--- config.mk ---
export PLATFORM = sky130hd
export DESIGN_NAME = xref_section_parser_unit_flat
export DESIGN_NICKNAME = d
export VERILOG_FILES = /design/src/design/xsp_pkg.sv /design/src/design/xsp_in_if.sv /design/src/design/xsp_out_if.sv /design/src/design/xsp_in_stage.sv /design/src/design/xsp_parse.sv /design/src/design/xsp_out_stage.sv /design/src/design/xref_section_parser_unit.sv /design/src/flat_wrapper.sv
export SDC_FILE = /design/constraint.sdc
export NUM_CORES = 1
export LEC_CHECK = 0
export BUFFER_PORTS_ARGS = -buffer_cell sky130_fd_sc_hd__buf_2
export CAP_MARGIN = 10
export CORE_MARGIN = 10
export CORE_UTILIZATION = 64
export DETAILED_ROUTE_END_ITERATION = 10
export PLACE_DENSITY = 0.83
export SLEW_MARGIN = 20
export SYNTH_ARGS = -nofsm -noshare
export SYNTH_HDL_FRONTEND = slang
export SYNTH_SLANG_ARGS = --single-unit
export TNS_END_PERCENT = 10
--- constraint.sdc ---
create_clock -name clk -period 9.9 [get_ports clk]
set_input_delay 1.485 -clock clk [delete_from_list [all_inputs] [get_ports clk]]
set_output_delay 1.485 -clock clk [all_outputs]
set_load 0.05 [all_outputs]
--- src/design/xsp_pkg.sv ---
package xsp_pkg;

	localparam int unsigned OBJECT_BITS_DEF = 23;
	localparam int unsigned OFF_W = 34;
	localparam int unsigned GEN_W = 16;

	localparam logic [OFF_W-1:0] OFF_MAX = 34'd9999999999;
	localparam logic [GEN_W-1:0] GEN_MAX = 16'hFFFF;

	// result kinds
	localparam logic [1:0] KIND_ENTRY = 2'd0;
	localparam logic [1:0] KIND_OK    = 2'd1;
	localparam logic [1:0] KIND_FAIL  = 2'd2;

	// parser modes
	localparam logic [3:0] M_SEARCH   = 4'd0;
	localparam logic [3:0] M_LEAD     = 4'd1;
	localparam logic [3:0] M_HEAD     = 4'd2;
	localparam logic [3:0] M_START    = 4'd3;
	localparam logic [3:0] M_GAP1     = 4'd4;
	localparam logic [3:0] M_COUNT    = 4'd5;
	localparam logic [3:0] M_GAP2     = 4'd6;
	localparam logic [3:0] M_OFF_LEAD = 4'd7;
	localparam logic [3:0] M_OFF      = 4'd8;
	localparam logic [3:0] M_GEN      = 4'd9;
	localparam logic [3:0] M_TYPE     = 4'd10;
	localparam logic [3:0] M_TAIL     = 4'd11;
	localparam logic [3:0] M_DONE     = 4'd12;

	localparam logic [7:0] CH_SP   = 8'h20;
	localparam logic [7:0] CH_LF   = 8'h0A;
	localparam logic [7:0] CH_CR   = 8'h0D;
	localparam logic [7:0] CH_TAB  = 8'h09;
	localparam logic [7:0] CH_0    = 8'h30;
	localparam logic [7:0] CH_9    = 8'h39;
	localparam logic [7:0] CH_T    = 8'h74;
	localparam logic [7:0] CH_N    = 8'h6E;
	localparam logic [7:0] CH_X    = 8'h78;

	localparam logic [7:0] KW_TEXT [4] = '{8'h78, 8'h72, 8'h65, 8'h66};

	typedef struct packed {
		logic [7:0] data;
		logic       last;
	} in_word_t;

	typedef struct packed {
		logic       valid;
		logic [1:0] kind;
		logic       in_use;
	} res_meta_t;

endpackage

--- src/design/xsp_in_if.sv ---
interface xsp_in_if;
	logic       valid;
	logic       ready;
	logic [7:0] byte_in;
	logic       last_byte;

	modport source (output valid, output byte_in, output last_byte, input ready);
	modport sink (input valid, input byte_in, input last_byte, output ready);
endinterface

--- src/design/xsp_out_if.sv ---
interface xsp_out_if import xsp_pkg::*; #(
	parameter int unsigned OBJ_W = OBJECT_BITS_DEF
);
	logic             valid;
	logic             ready;
	logic [1:0]       kind;
	logic [OBJ_W-1:0] object_number;
	logic [OFF_W-1:0] byte_offset;
	logic [GEN_W-1:0] generation;
	logic             in_use;

	modport source (output valid, output kind, output object_number, output byte_offset,
		output generation, output in_use, input ready);
	modport sink (input valid, input kind, input object_number, input byte_offset,
		input generation, input in_use, output ready);
endinterface

--- src/design/xsp_in_stage.sv ---
module xsp_in_stage import xsp_pkg::*; (
	input  logic      clk,
	input  logic      arst_n,
	xsp_in_if.sink    stream,
	input  logic      fire,
	output logic      valid_s1,
	output in_word_t  word_s1
);

	assign stream.ready = !valid_s1 || fire;

	always_ff @(posedge clk or negedge arst_n) begin
		if (!arst_n) begin
			valid_s1 <= 1'b0;
		end else if (stream.ready) begin
			valid_s1 <= stream.valid;
		end
	end

	always_ff @(posedge clk) begin
		if (stream.ready && stream.valid) begin
			word_s1.data <= stream.byte_in;
			word_s1.last <= stream.last_byte;
		end
	end

endmodule

--- src/design/xsp_parse.sv ---
module xsp_parse import xsp_pkg::*; #(
	parameter int unsigned OBJECT_BITS = OBJECT_BITS_DEF
) (
	input  logic                   clk,
	input  logic                   arst_n,
	input  logic                   fire,
	input  in_word_t               word_s1,
	output res_meta_t              meta,
	output logic [OBJECT_BITS-1:0] obj,
	output logic [OFF_W-1:0]       off,
	output logic [GEN_W-1:0]       gen
);

	localparam logic [OBJECT_BITS-1:0] OBJ_MAX = '1;

	logic [3:0]             mode_q, mode_nxt, m;
	logic [1:0]             kw_q, kw_nxt;
	logic [OBJECT_BITS-1:0] start_q, start_nxt;
	logic [OBJECT_BITS-1:0] left_q, left_nxt;
	logic [OBJECT_BITS-1:0] idx_q, idx_nxt;
	logic [OFF_W-1:0]       off_q, off_nxt;
	logic [GEN_W-1:0]       gen_q, gen_nxt;
	logic [OBJECT_BITS-1:0] high_q, high_nxt;
	logic                   seen_q, seen_nxt;

	logic [7:0]             b;
	logic [3:0]             d;
	logic                   dig, gap, lead, ws;
	logic                   status_done;
	logic [OBJECT_BITS:0]   sum;
	logic [OBJECT_BITS-1:0] obj_sat;

	function automatic logic [OBJECT_BITS-1:0] acc_obj(input logic [OBJECT_BITS-1:0] a,
		input logic [3:0] dd);
		logic [OBJECT_BITS+3:0] v;
		v = ({4'b0, a} << 3) + ({4'b0, a} << 1) + {{OBJECT_BITS{1'b0}}, dd};
		return (v > {4'b0, OBJ_MAX}) ? OBJ_MAX : v[OBJECT_BITS-1:0];
	endfunction

	function automatic logic [OFF_W-1:0] acc_off(input logic [OFF_W-1:0] a,
		input logic [3:0] dd);
		logic [OFF_W+3:0] v;
		v = ({4'b0, a} << 3) + ({4'b0, a} << 1) + {{OFF_W{1'b0}}, dd};
		return (v > {4'b0, OFF_MAX}) ? OFF_MAX : v[OFF_W-1:0];
	endfunction

	function automatic logic [GEN_W-1:0] acc_gen(input logic [GEN_W-1:0] a,
		input logic [3:0] dd);
		logic [GEN_W+3:0] v;
		v = ({4'b0, a} << 3) + ({4'b0, a} << 1) + {{GEN_W{1'b0}}, dd};
		return (v > {4'b0, GEN_MAX}) ? GEN_MAX : v[GEN_W-1:0];
	endfunction

	assign b    = word_s1.data;
	assign d    = 4'(b - CH_0);
	assign dig  = (b >= CH_0) && (b <= CH_9);
	assign gap  = (b == CH_SP) || (b == CH_LF);
	assign lead = gap || (b == CH_CR);
	assign ws   = (b == CH_SP) || ((b >= CH_TAB) && (b <= CH_CR));

	assign sum     = {1'b0, start_q} + {1'b0, idx_q};
	assign obj_sat = sum[OBJECT_BITS] ? OBJ_MAX : sum[OBJECT_BITS-1:0];

	always_comb begin
		mode_nxt    = mode_q;
		kw_nxt      = kw_q;
		start_nxt   = start_q;
		left_nxt    = left_q;
		idx_nxt     = idx_q;
		off_nxt     = off_q;
		gen_nxt     = gen_q;
		high_nxt    = high_q;
		seen_nxt    = seen_q;
		meta        = '{valid: 1'b0, kind: KIND_ENTRY, in_use: 1'b0};
		obj         = '0;
		off         = '0;
		gen         = '0;
		status_done = 1'b0;
		m           = mode_q;

		if (mode_q != M_DONE) begin
			// modes that hand the same byte on to the next mode
			if (m == M_LEAD && !lead) m = M_HEAD;
			if (m == M_START && !dig) m = M_GAP1;
			if (m == M_GAP1 && !gap) m = M_COUNT;
			if (m == M_COUNT && !dig) m = M_GAP2;
			if (m == M_GAP2 && !gap) begin
				m = (left_q == '0) ? M_HEAD : M_OFF_LEAD;
				off_nxt = '0;
				gen_nxt = '0;
			end
			mode_nxt = m;

			unique case (m) inside
				M_SEARCH: begin
					if (b == KW_TEXT[kw_q]) begin
						if (kw_q == 2'd3) begin
							kw_nxt   = 2'd0;
							mode_nxt = M_LEAD;
						end else begin
							kw_nxt = kw_q + 2'd1;
						end
					end else begin
						kw_nxt = (b == CH_X) ? 2'd1 : 2'd0;
					end
				end
				M_LEAD, M_GAP1, M_GAP2: ;
				M_HEAD: begin
					if (b == CH_T) begin
						meta        = '{valid: 1'b1, kind: seen_q ? KIND_OK : KIND_FAIL,
							in_use: 1'b0};
						obj         = high_q;
						status_done = 1'b1;
						mode_nxt    = M_DONE;
					end else if (dig) begin
						start_nxt = acc_obj('0, d);
						left_nxt  = '0;
						idx_nxt   = '0;
						mode_nxt  = M_START;
					end
				end
				M_START: start_nxt = acc_obj(start_q, d);
				M_COUNT: left_nxt = acc_obj(left_q, d);
				M_OFF_LEAD: begin
					if (dig) begin
						off_nxt  = acc_off('0, d);
						mode_nxt = M_OFF;
					end else if (!ws) begin
						mode_nxt = M_GEN;
					end
				end
				M_OFF: begin
					if (dig) off_nxt = acc_off(off_q, d);
					else mode_nxt = M_GEN;
				end
				M_GEN: begin
					if (dig) gen_nxt = acc_gen(gen_q, d);
					else mode_nxt = M_TYPE;
				end
				M_TYPE: begin
					if (obj_sat > high_q) high_nxt = obj_sat;
					seen_nxt = 1'b1;
					meta     = '{valid: 1'b1, kind: KIND_ENTRY, in_use: (b == CH_N)};
					obj      = obj_sat;
					off      = off_q;
					gen      = gen_q;
					if (idx_q != OBJ_MAX) idx_nxt = idx_q + OBJECT_BITS'(1);
					if (left_q != '0) left_nxt = left_q - OBJECT_BITS'(1);
					mode_nxt = M_TAIL;
				end
				M_TAIL: begin
					off_nxt  = '0;
					gen_nxt  = '0;
					mode_nxt = (left_q == '0) ? M_HEAD : M_OFF_LEAD;
				end
				default: mode_nxt = M_DONE;
			endcase

			if (word_s1.last && !status_done) begin
				meta = '{valid: 1'b1,
					kind: ((mode_nxt != M_SEARCH) && seen_nxt) ? KIND_OK : KIND_FAIL,
					in_use: 1'b0};
				obj  = high_nxt;
				off  = '0;
				gen  = '0;
			end
		end

		// end of document: back to keyword search, totals kept
		if (word_s1.last) begin
			mode_nxt  = M_SEARCH;
			kw_nxt    = 2'd0;
			start_nxt = '0;
			left_nxt  = '0;
			idx_nxt   = '0;
			off_nxt   = '0;
			gen_nxt   = '0;
		end
	end

	always_ff @(posedge clk or negedge arst_n) begin
		if (!arst_n) begin
			mode_q  <= M_SEARCH;
			kw_q    <= 2'd0;
			start_q <= '0;
			left_q  <= '0;
			idx_q   <= '0;
			off_q   <= '0;
			gen_q   <= '0;
			high_q  <= '0;
			seen_q  <= 1'b0;
		end else if (fire) begin
			mode_q  <= mode_nxt;
			kw_q    <= kw_nxt;
			start_q <= start_nxt;
			left_q  <= left_nxt;
			idx_q   <= idx_nxt;
			off_q   <= off_nxt;
			gen_q   <= gen_nxt;
			high_q  <= high_nxt;
			seen_q  <= seen_nxt;
		end
	end

endmodule

--- src/design/xsp_out_stage.sv ---
module xsp_out_stage import xsp_pkg::*; #(
	parameter int unsigned OBJECT_BITS = OBJECT_BITS_DEF
) (
	input  logic                   clk,
	input  logic                   arst_n,
	input  logic                   fire,
	input  res_meta_t              meta,
	input  logic [OBJECT_BITS-1:0] obj,
	input  logic [OFF_W-1:0]       off,
	input  logic [GEN_W-1:0]       gen,
	output logic                   free,
	xsp_out_if.source              result
);

	logic load;

	assign free = !result.valid || result.ready;
	assign load = fire && meta.valid;

	always_ff @(posedge clk or negedge arst_n) begin
		if (!arst_n) begin
			result.valid <= 1'b0;
		end else if (load) begin
			result.valid <= 1'b1;
		end else if (result.ready) begin
			result.valid <= 1'b0;
		end
	end

	always_ff @(posedge clk) begin
		if (load) begin
			result.kind          <= meta.kind;
			result.in_use        <= meta.in_use;
			result.object_number <= obj;
			result.byte_offset   <= off;
			result.generation    <= gen;
		end
	end

endmodule

--- src/design/xref_section_parser_unit.sv ---
// channel  | modport | word
// ---------+---------+---------------------------------------------------------
// stream   | sink    | byte_in[7:0], last_byte
// result   | source  | kind[1:0], object_number, byte_offset[33:0],
//          |         | generation[15:0], in_use
//
// One byte per cycle. A byte is registered, parsed in the next cycle against the
// mode registers, and any result is loaded into the output register as the byte
// leaves the input register. A byte with a result waits there only while the
// output register is full and not being taken; the input is held off meanwhile.
// arst_n returns to keyword search and clears the highest object and entry flag.
module xref_section_parser_unit import xsp_pkg::*; #(
	parameter int unsigned OBJECT_BITS = OBJECT_BITS_DEF
) (
	input  logic      clk,
	input  logic      arst_n,
	xsp_in_if.sink    stream,
	xsp_out_if.source result
);

	logic                   valid_s1;
	in_word_t               word_s1;
	logic                   fire;
	logic                   free;
	res_meta_t              meta;
	logic [OBJECT_BITS-1:0] obj;
	logic [OFF_W-1:0]       off;
	logic [GEN_W-1:0]       gen;

	assign fire = valid_s1 && (!meta.valid || free);

	xsp_in_stage u_in (
		.clk      (clk),
		.arst_n   (arst_n),
		.stream   (stream),
		.fire     (fire),
		.valid_s1 (valid_s1),
		.word_s1  (word_s1)
	);

	xsp_parse #(.OBJECT_BITS(OBJECT_BITS)) u_parse (
		.clk     (clk),
		.arst_n  (arst_n),
		.fire    (fire),
		.word_s1 (word_s1),
		.meta    (meta),
		.obj     (obj),
		.off     (off),
		.gen     (gen)
	);

	xsp_out_stage #(.OBJECT_BITS(OBJECT_BITS)) u_out (
		.clk    (clk),
		.arst_n (arst_n),
		.fire   (fire),
		.meta   (meta),
		.obj    (obj),
		.off    (off),
		.gen    (gen),
		.free   (free),
		.result (result)
	);

endmodule

--- src/flat_wrapper.sv ---
// flat-port wrapper written by rule: the top's interface ports become plain ports
module xref_section_parser_unit_flat import xsp_pkg::*;
#(
	parameter int unsigned OBJECT_BITS = OBJECT_BITS_DEF
)
  (clk, arst_n, stream_valid, stream_byte_in, stream_last_byte, stream_ready, result_valid, result_kind, result_object_number, result_byte_offset, result_generation, result_in_use, result_ready);
  xsp_in_if stream_i ();
  xsp_out_if #(.OBJ_W((OBJECT_BITS_DEF))) result_i ();
  input  logic clk;
  input  logic arst_n;
  input wire logic [$bits(stream_i.valid)-1:0] stream_valid;
  input wire logic [$bits(stream_i.byte_in)-1:0] stream_byte_in;
  input wire logic [$bits(stream_i.last_byte)-1:0] stream_last_byte;
  output wire logic [$bits(stream_i.ready)-1:0] stream_ready;
  output wire logic [$bits(result_i.valid)-1:0] result_valid;
  output wire logic [$bits(result_i.kind)-1:0] result_kind;
  output wire logic [$bits(result_i.object_number)-1:0] result_object_number;
  output wire logic [$bits(result_i.byte_offset)-1:0] result_byte_offset;
  output wire logic [$bits(result_i.generation)-1:0] result_generation;
  output wire logic [$bits(result_i.in_use)-1:0] result_in_use;
  input wire logic [$bits(result_i.ready)-1:0] result_ready;
  assign stream_i.valid = stream_valid;
  assign stream_i.byte_in = stream_byte_in;
  assign stream_i.last_byte = stream_last_byte;
  assign stream_ready = stream_i.ready;
  assign result_valid = result_i.valid;
  assign result_kind = result_i.kind;
  assign result_object_number = result_i.object_number;
  assign result_byte_offset = result_i.byte_offset;
  assign result_generation = result_i.generation;
  assign result_in_use = result_i.in_use;
  assign result_i.ready = result_ready;
  xref_section_parser_unit #(.OBJECT_BITS(OBJECT_BITS)) u_core (.clk(clk), .arst_n(arst_n), .stream(stream_i), .result(result_i));
endmodule
==> results of run 1 <==
synthesized netlist by cell type (28+ instances only):
library cell / n / area [sq um]
edfxtp_1: 85 / 2550
ha_1: 239 / 2990
nand2_1: 283 / 1060
inv_1: 78 / 293
and3_1: 76 / 475
nor2_1: 130 / 488
a21oi_1: 149 / 746
nor3_1: 61 / 305
o21a_1: 28 / 210
nand3_1: 57 / 285
clkbuf_1: 57 / 214
dfrtp_1: 151 / 3780
o21ai_0: 187 / 936
xnor2_1: 58 / 508
a21o_1: 71 / 533
worst paths after layout:
| kind | start | end | slack (ps) |
|---|---|---|---|
| max | u_core.u_parse.start_q[1] | u_core.u_out.result.object_number[11] | 2510 |
| min | u_core.u_parse.seen_q | u_core.u_parse.seen_q | 500 |
| max reg2reg | u_core.u_parse.start_q[1] | u_core.u_out.result.object_number[11] | 2510 |
| min reg2reg | u_core.u_parse.seen_q | u_core.u_parse.seen_q | 500 |
| max in group asynchronous | arst_n | u_core.u_parse.left_q[9] | 7490 |
| min in group asynchronous | arst_n | u_core.u_parse.gen_q[7] | 1000 |
flip-flops by register name, indices dropped and copies added, names as in the netlist:
signal / flops
u_core.u_parse.high_q: 23
u_core.u_out.result.in_use: 1
u_core.u_parse.seen_q: 1
u_core.u_in.word_s1: 9
u_core.u_out.result.generation: 16
u_core.u_parse.left_q: 23
u_core.u_parse.start_q: 23
u_core.u_parse.gen_q: 16
u_core.u_parse.kw_q: 2
u_core.u_out.result.byte_offset: 34
u_core.u_parse.off_q: 34
u_core.u_out.result.valid: 1
u_core.u_in.valid_s1: 1
u_core.u_out.result.object_number: 23
u_core.u_parse.mode_q: 4
u_core.u_parse.idx_q: 23
u_core.u_out.result.kind: 2
power breakdown:
part / total [mW] / leakage, nW / switching, mW / internal (mW)
clock network: 0.956 / 0.400 / 0.416 / 0.540
logic: 0.299 / 7.20 / 0.219 / 0.0798
registers: 1.06 / 2.89 / 0.0232 / 1.04
kinds of logic (layout without fill, tap and decap cells):
group           after synthesis  in the layout  synth area share, %
compound gates              706            706                 24.0
flops                       236            236                 32.5
simple gates                773            773                 19.4
buf+inv                     171            231                 3.70
xor+xnor                     85             85                 3.82
fa+ha+maj                   248            248                 16.3
mux                           6              6                0.321
worst max-delay path, stage by stage, from the launching register on:
cell      delay [ps]
dfrtp_1          430
ha_1             320
a21o_1           190
a21o_1           200
a21oi_1          200
o21ai_0          190
a311oi_1         600
o31ai_1          200
o41ai_1          690
o21a_1           790
o21ai_0          370
ha_1             400
o21a_1           120
o21a_1           170
o21a_1           160
o21a_1           160
o21a_1           160
o21a_1           150
o21ai_0          380
a21oi_1          220
o21ai_1          620
buf_4            340
a22o_1           170
per-stage QoR:
| stage | cells | power (mW) | area (sq um) | util, % |
|---|---|---|---|---|
| final | 2675 | 2.32 | 21000 | 70.3 |
| after global routing | 2675 | 2.39 | 21000 | 70.3 |
| after CTS | 2675 | 2.32 | 21000 | 70.3 |
| after detailed placement | 2627 | 1.37 | 20100 | 67.5 |
| after global placement | 2627 | 1.36 | 20100 | 67.5 |
| after floorplan | 2225 | 1.28 | 19500 | - |
routing by layer:
metal / part of all wire (%) / global-route usage [%] / wire length (um)
met5: 0 / 0 / 0
met2: 46 / 43.3 / 24300
met3: 7.7 / 3.03 / 4060
met1: 43 / 36.4 / 23000
met4: 3.0 / 9.20 / 1600
final cells by class:
cell class                 instances  area, sq um  share of cell area, %
multi-input combinational       1818        12400                   59.4
sequential                       236         6330                   30.2
clock buffer                      33          677                   3.23
timing repair buffer             104          562                   2.68
tap                              390          488                   2.33
inverter                          79          297                   1.42
clock inverter                    15          154                  0.735
layout by cell type (no fill, tap or decap), types with 26 or more instances in the layout:
master     instances
xor2_1            27
o31ai_1           26
buf_2             89
ha_1             239
a21oi_1          149
edfxtp_1          85
clkbuf_16         26
nor3_1            60
o21a_1            28
xnor2_1           58
o21ai_0          185
nand3_1           57
nor2_1           130
nand2_1          283
a21o_1            71
inv_1             78
and3_1            76
dfrtp_1          151
==> results_dict.tcl, run 1 <==
set metrics [dict create \
    grt_pass1_vias 17200 \
    synth_nets 2486 \
    crit_type "flop to flop" \
    finalMaxSlewViolations 0 \
    critPathArrivalTime_ps 7810 \
    drv_cap 0 \
    insertion_delay_ps 560 \
    syn2layout_area_growth_pct 7.63 \
    die_area_sq_mm 0.0378 \
    drt-initial-drc-count 2032 \
    pre_cts_ws_ps 2680 \
    num_antenna_cells 0 \
    cts.clk_slew.worst_paths_ps 60 \
    fillers 2294 \
    cts.sinks 236 \
    io_buffers 90 \
    grt_usage_pct 26.8 \
    dieHeight_um 194 \
    rows 63 \
    io_pins 91 \
    setup_violations 0 \
    hold_viol 0 \
    crit_fanout 25 \
    cts_buffer_depth 3 \
    via_per_inst 6.67 \
    rsz0062_at_grt "false" \
    gp_congestion 0.976 \
    core_sq_mm 0.0298 \
    cts-hold-fix-buffers 0 \
    synthesis.area_sq_mm 0.0195 \
    p_leak_nw 10.5 \
    yosysUniqueCellTypes 102 \
    grt_antenna_before_repair 0 \
    cts-root-buf "clkbuf_16" \
    yosysWarningCount 0 \
    fmax_ghz 0.135 \
    async_flop_share_pct 64.0 \
    syn_avg_cell_area_sq_um 8.75 \
    wl_um 53000 \
    synth_seq_cells 236 \
    route.detailed.wl_per_inst_um 19.8 \
    worstRegToRegCells 22 \
    worst_pin_slew_ps 1110 \
    final_layout_size_suffix_gt1_share_pct 8.62 \
    fin_setup_tns_ps 0 \
    holdWs_ps 496 \
    firstDrtPassIters 6 \
    slew-limit-headroom_pct 25.6 \
    drcViolationCount 0 \
    start_util_pct 65.3 \
    min_path_type "flop to flop" \
    outcome "complete, no violations" \
    ys_seq_area_share_pct 32.5 \
    final.period_utilization_pct 74.6 \
    post-dp-hpwl_um 38400 \
    tritoncts "built" \
    skew_ps 12.8 \
    start_kind "flop" \
    synth_edf_count 85 \
    period_needed_ps 7390 \
    numCtsBuffers 26 \
    cts_resized 0 \
    setup_ws_ps 2510 \
    grt_max_degree 92 \
    htreeDepth 1 \
    worstHoldPathCells 2 \
    die_x_um 194 \
    post_cts_buffers 0 \
    vdd_ir_drop_max_mv 0.130 \
    cp_data_required_time_ps 10320 \
    overflow 0 \
    synth_top_flop_cell "dfrtp_1" \
    vias 17900 \
    endpoint_kind "flop" \
    nets 2526 \
    grt_first_pass_wirelength_um 87100 \
    synthCells 2225 \
    drtAntennaViolNets 0 \
    powerDensity_mw_per_mm2 111 \
]
Note: power is estimated with default switching activity, not from simulation.
==> run 2, diff against run 1 <==
--- a/config.mk
+++ b/config.mk
@@ -8,9 +8,9 @@
 export BUFFER_PORTS_ARGS = -buffer_cell sky130_fd_sc_hd__buf_2
 export CAP_MARGIN = 10
 export CORE_MARGIN = 10
-export CORE_UTILIZATION = 64
+export CORE_UTILIZATION = 57
 export DETAILED_ROUTE_END_ITERATION = 10
-export PLACE_DENSITY = 0.83
+export PLACE_DENSITY = 0.78
 export SLEW_MARGIN = 20
 export SYNTH_ARGS = -nofsm -noshare
 export SYNTH_HDL_FRONTEND = slang
==> constraint.sdc (replaced) <==
create_clock -name clk -period 6.2 [get_ports clk]
set_input_delay 0.93 -clock clk [delete_from_list [all_inputs] [get_ports clk]]
set_output_delay 0.93 -clock clk [all_outputs]
set_load 0.05 [all_outputs]
==> run 2 against run 1 <==
Net effect: combinational power is 59% higher; critical path depth is 1 higher; register-to-register slack got worse by 2100 ps; critical endpoint is now u_core.u_out.result.object_number[17].
==> results_dict.tcl, run 2 (synthesis results as in run 1) <==
set metrics [dict create \
    outcome "complete, no violations" \
    drtAntennaViolNets 0 \
    num_antenna_cells 0 \
    cts_buffer_depth 3 \
    drv_cap 0 \
    route.detailed.wl_per_inst_um 19.0 \
    combPwrFrac_pct 12.4 \
    overflow 0 \
    htreeDepth 1 \
    via_per_inst 6.39 \
    p_sw_share_pct 28.0 \
    period_needed_ps 5780 \
    slew-limit-headroom_pct 36.6 \
    grt_antenna_before_repair 0 \
    endpoint_kind "flop" \
    tritoncts "built" \
    worst_pin_slew_ps 947 \
    drt-initial-drc-count 1482 \
    rsz0062_at_grt "false" \
    core_sq_mm 0.0336 \
    finalMaxSlewViolations 0 \
    utilization_pct 63.3 \
    post-dp-hpwl_um 38700 \
    final.period_utilization_pct 93.2 \
    io_pins 91 \
    cts-root-buf "clkbuf_16" \
    layout_commonest_cell "nand2_1" \
    cts.clk_slew.worst_paths_ps 60 \
    powerDensity_mw_per_mm2 180 \
    min_path_type "input port to asynchronous set/reset pin" \
    firstDrtPassIters 6 \
    fmax_ghz 0.173 \
    cts-hold-fix-buffers 0 \
    power_frac_clock_pct 43.3 \
    syn2layout_area_growth_pct 9.31 \
    p_leak_nw 10.6 \
    start_util_pct 57.9 \
    reg_top3 "u_core.u_out.result.byte_offset (34), u_core.u_parse.off_q (34)" \
    final_area_sq_mm 0.0213 \
    skew_ps 43.0 \
    finalPower_mw 3.82 \
    p_seq_share_pct 44.3 \
    grt_max_degree 106 \
    grt_usage_pct 24.3 \
    start_kind "flop" \
    crit_type "flop to flop" \
    final_layout_size_suffix_gt1_share_pct 9.55 \
    vias 17600 \
    dieHeight_um 205 \
    setup_violations 0 \
    final_cell_mix "nand2_1 (283), ha_1 (239), o21ai_0 (184), dfrtp_1 (151), a21oi_1 (149)" \
    gp_congestion 0.963 \
    grt_pass1_vias 16900 \
    cts.sinks 236 \
    placed_area_sq_mm 0.0203 \
    die_x_um 205 \
    insertion_delay_ps 590 \
    die_area_sq_mm 0.0419 \
    grt_first_pass_wirelength_um 85700 \
    cp_data_required_time_ps 6540 \
    vdd_ir_drop_max_mv 0.180 \
    rows 67 \
    crit_fanout 22 \
    hold_viol 0 \
    nets 2542 \
    wl_um 52200 \
    power.net_switching_mw 1.07 \
    critPathArrivalTime_ps 6120 \
    io_buffers 90 \
    drcViolationCount 0 \
    numCtsBuffers 28 \
    intPower_mw 2.75 \
    fin_setup_tns_ps 0 \
    fillers 2806 \
]
==> run 2: cell count changes in the layout (fill, tap and decap cells not counted), moves of 2 or more <==
cell and delta:
buf_4 +12, clkinvlp_4 +2, clkinv_1 -4, o21ai_1 +2
clkbuf_16 +3, clkbuf_8 +5
==> run 2: metrics by stage <==
stage | hold WS [ps] | worst slack [ps] | std cells
after floorplan | 450 | 115 | 2225
after global placement | 462 | 232 | 2698
after global routing | 358 | 40.0 | 2751
after CTS | 482 | 59.2 | 2750
final | 310 | 420 | 2751
after detailed placement | 468 | 53.5 | 2698
==> run 2: final timing paths <==
kind | startpoint | endpoint | slack [ps] | depth (start not counted)
setup / recovery | u_core.u_parse.start_q[1] | u_core.u_out.result.object_number[17] | 420 | 23
hold / removal | arst_n | u_core.u_parse.start_q[16] | 310 | 1
setup reg to reg | u_core.u_parse.start_q[1] | u_core.u_out.result.object_number[17] | 420 | 23
hold reg to reg | u_core.u_parse.seen_q | u_core.u_parse.seen_q | 510 | 2
max in group asynchronous | arst_n | u_core.u_parse.gen_q[7] | 4810 | 2
min in group clk | u_core.u_parse.seen_q | u_core.u_parse.seen_q | 510 | 2
==> run 2: metal layers <==
layer / share of wire, % / GRT usage, % / wire length, um / up-vias
li1: - / - / - / 8407
met1: 45 / 33.2 / 23300 / 8442
met2: 47 / 39.8 / 24400 / 640
met3: 6.6 / 2.94 / 3470 / 82
met4: 2.0 / 6.53 / 1020 / 0
met5: 0 / 0 / 0 / -
==> run 2: critical path, cell delays in order (launching register included) <==
cell	delay [ps]
dfrtp_1	430
ha_1	320
a21o_1	180
a21o_1	200
a21oi_1	210
o21ai_0	200
a311oi_1	380
o31ai_1	150
o41ai_1	320
buf_4	190
o21a_1	250
nand2_1	130
ha_1	300
nor2b_1	130
o21a_1	170
o21a_1	160
o21a_1	160
o21a_1	160
o21a_1	160
o21a_1	160
o21ai_1	260
a21oi_1	210
a41o_4	430
a22o_1	270
==> run 2: final cells by class <==
cell class	instances	area, sq um	share of cell area, %
Multi-Input combinational cell	1818	12500	58.5
Clock inverter	12	124	0.582
Sequential cell	236	6330	29.8
Inverter	79	297	1.39
Timing Repair Buffer	118	699	3.29
Clock buffer	40	817	3.84
Tap cell	448	561	2.63
==> run 2: power by group through the flow <==
stage | Combinational, mW | Sequential, mW | Clock (mW)
3_3_place_gp | 0.459 | 1.72 | 0
2_1_floorplan | 0.258 | 1.79 | 0
6_report | 0.474 | 1.70 | 1.65
4_1_cts | 0.468 | 1.69 | 1.67
3_5_place_dp | 0.466 | 1.72 | 0
5_1_grt | 0.519 | 1.70 | 1.75
==> run 2: timing repair <==
action                     CTS  global route
setup endpoints to repair    0            22
buffers inserted             0             0
hold endpoints to repair     0             0
gates resized for setup      0             4
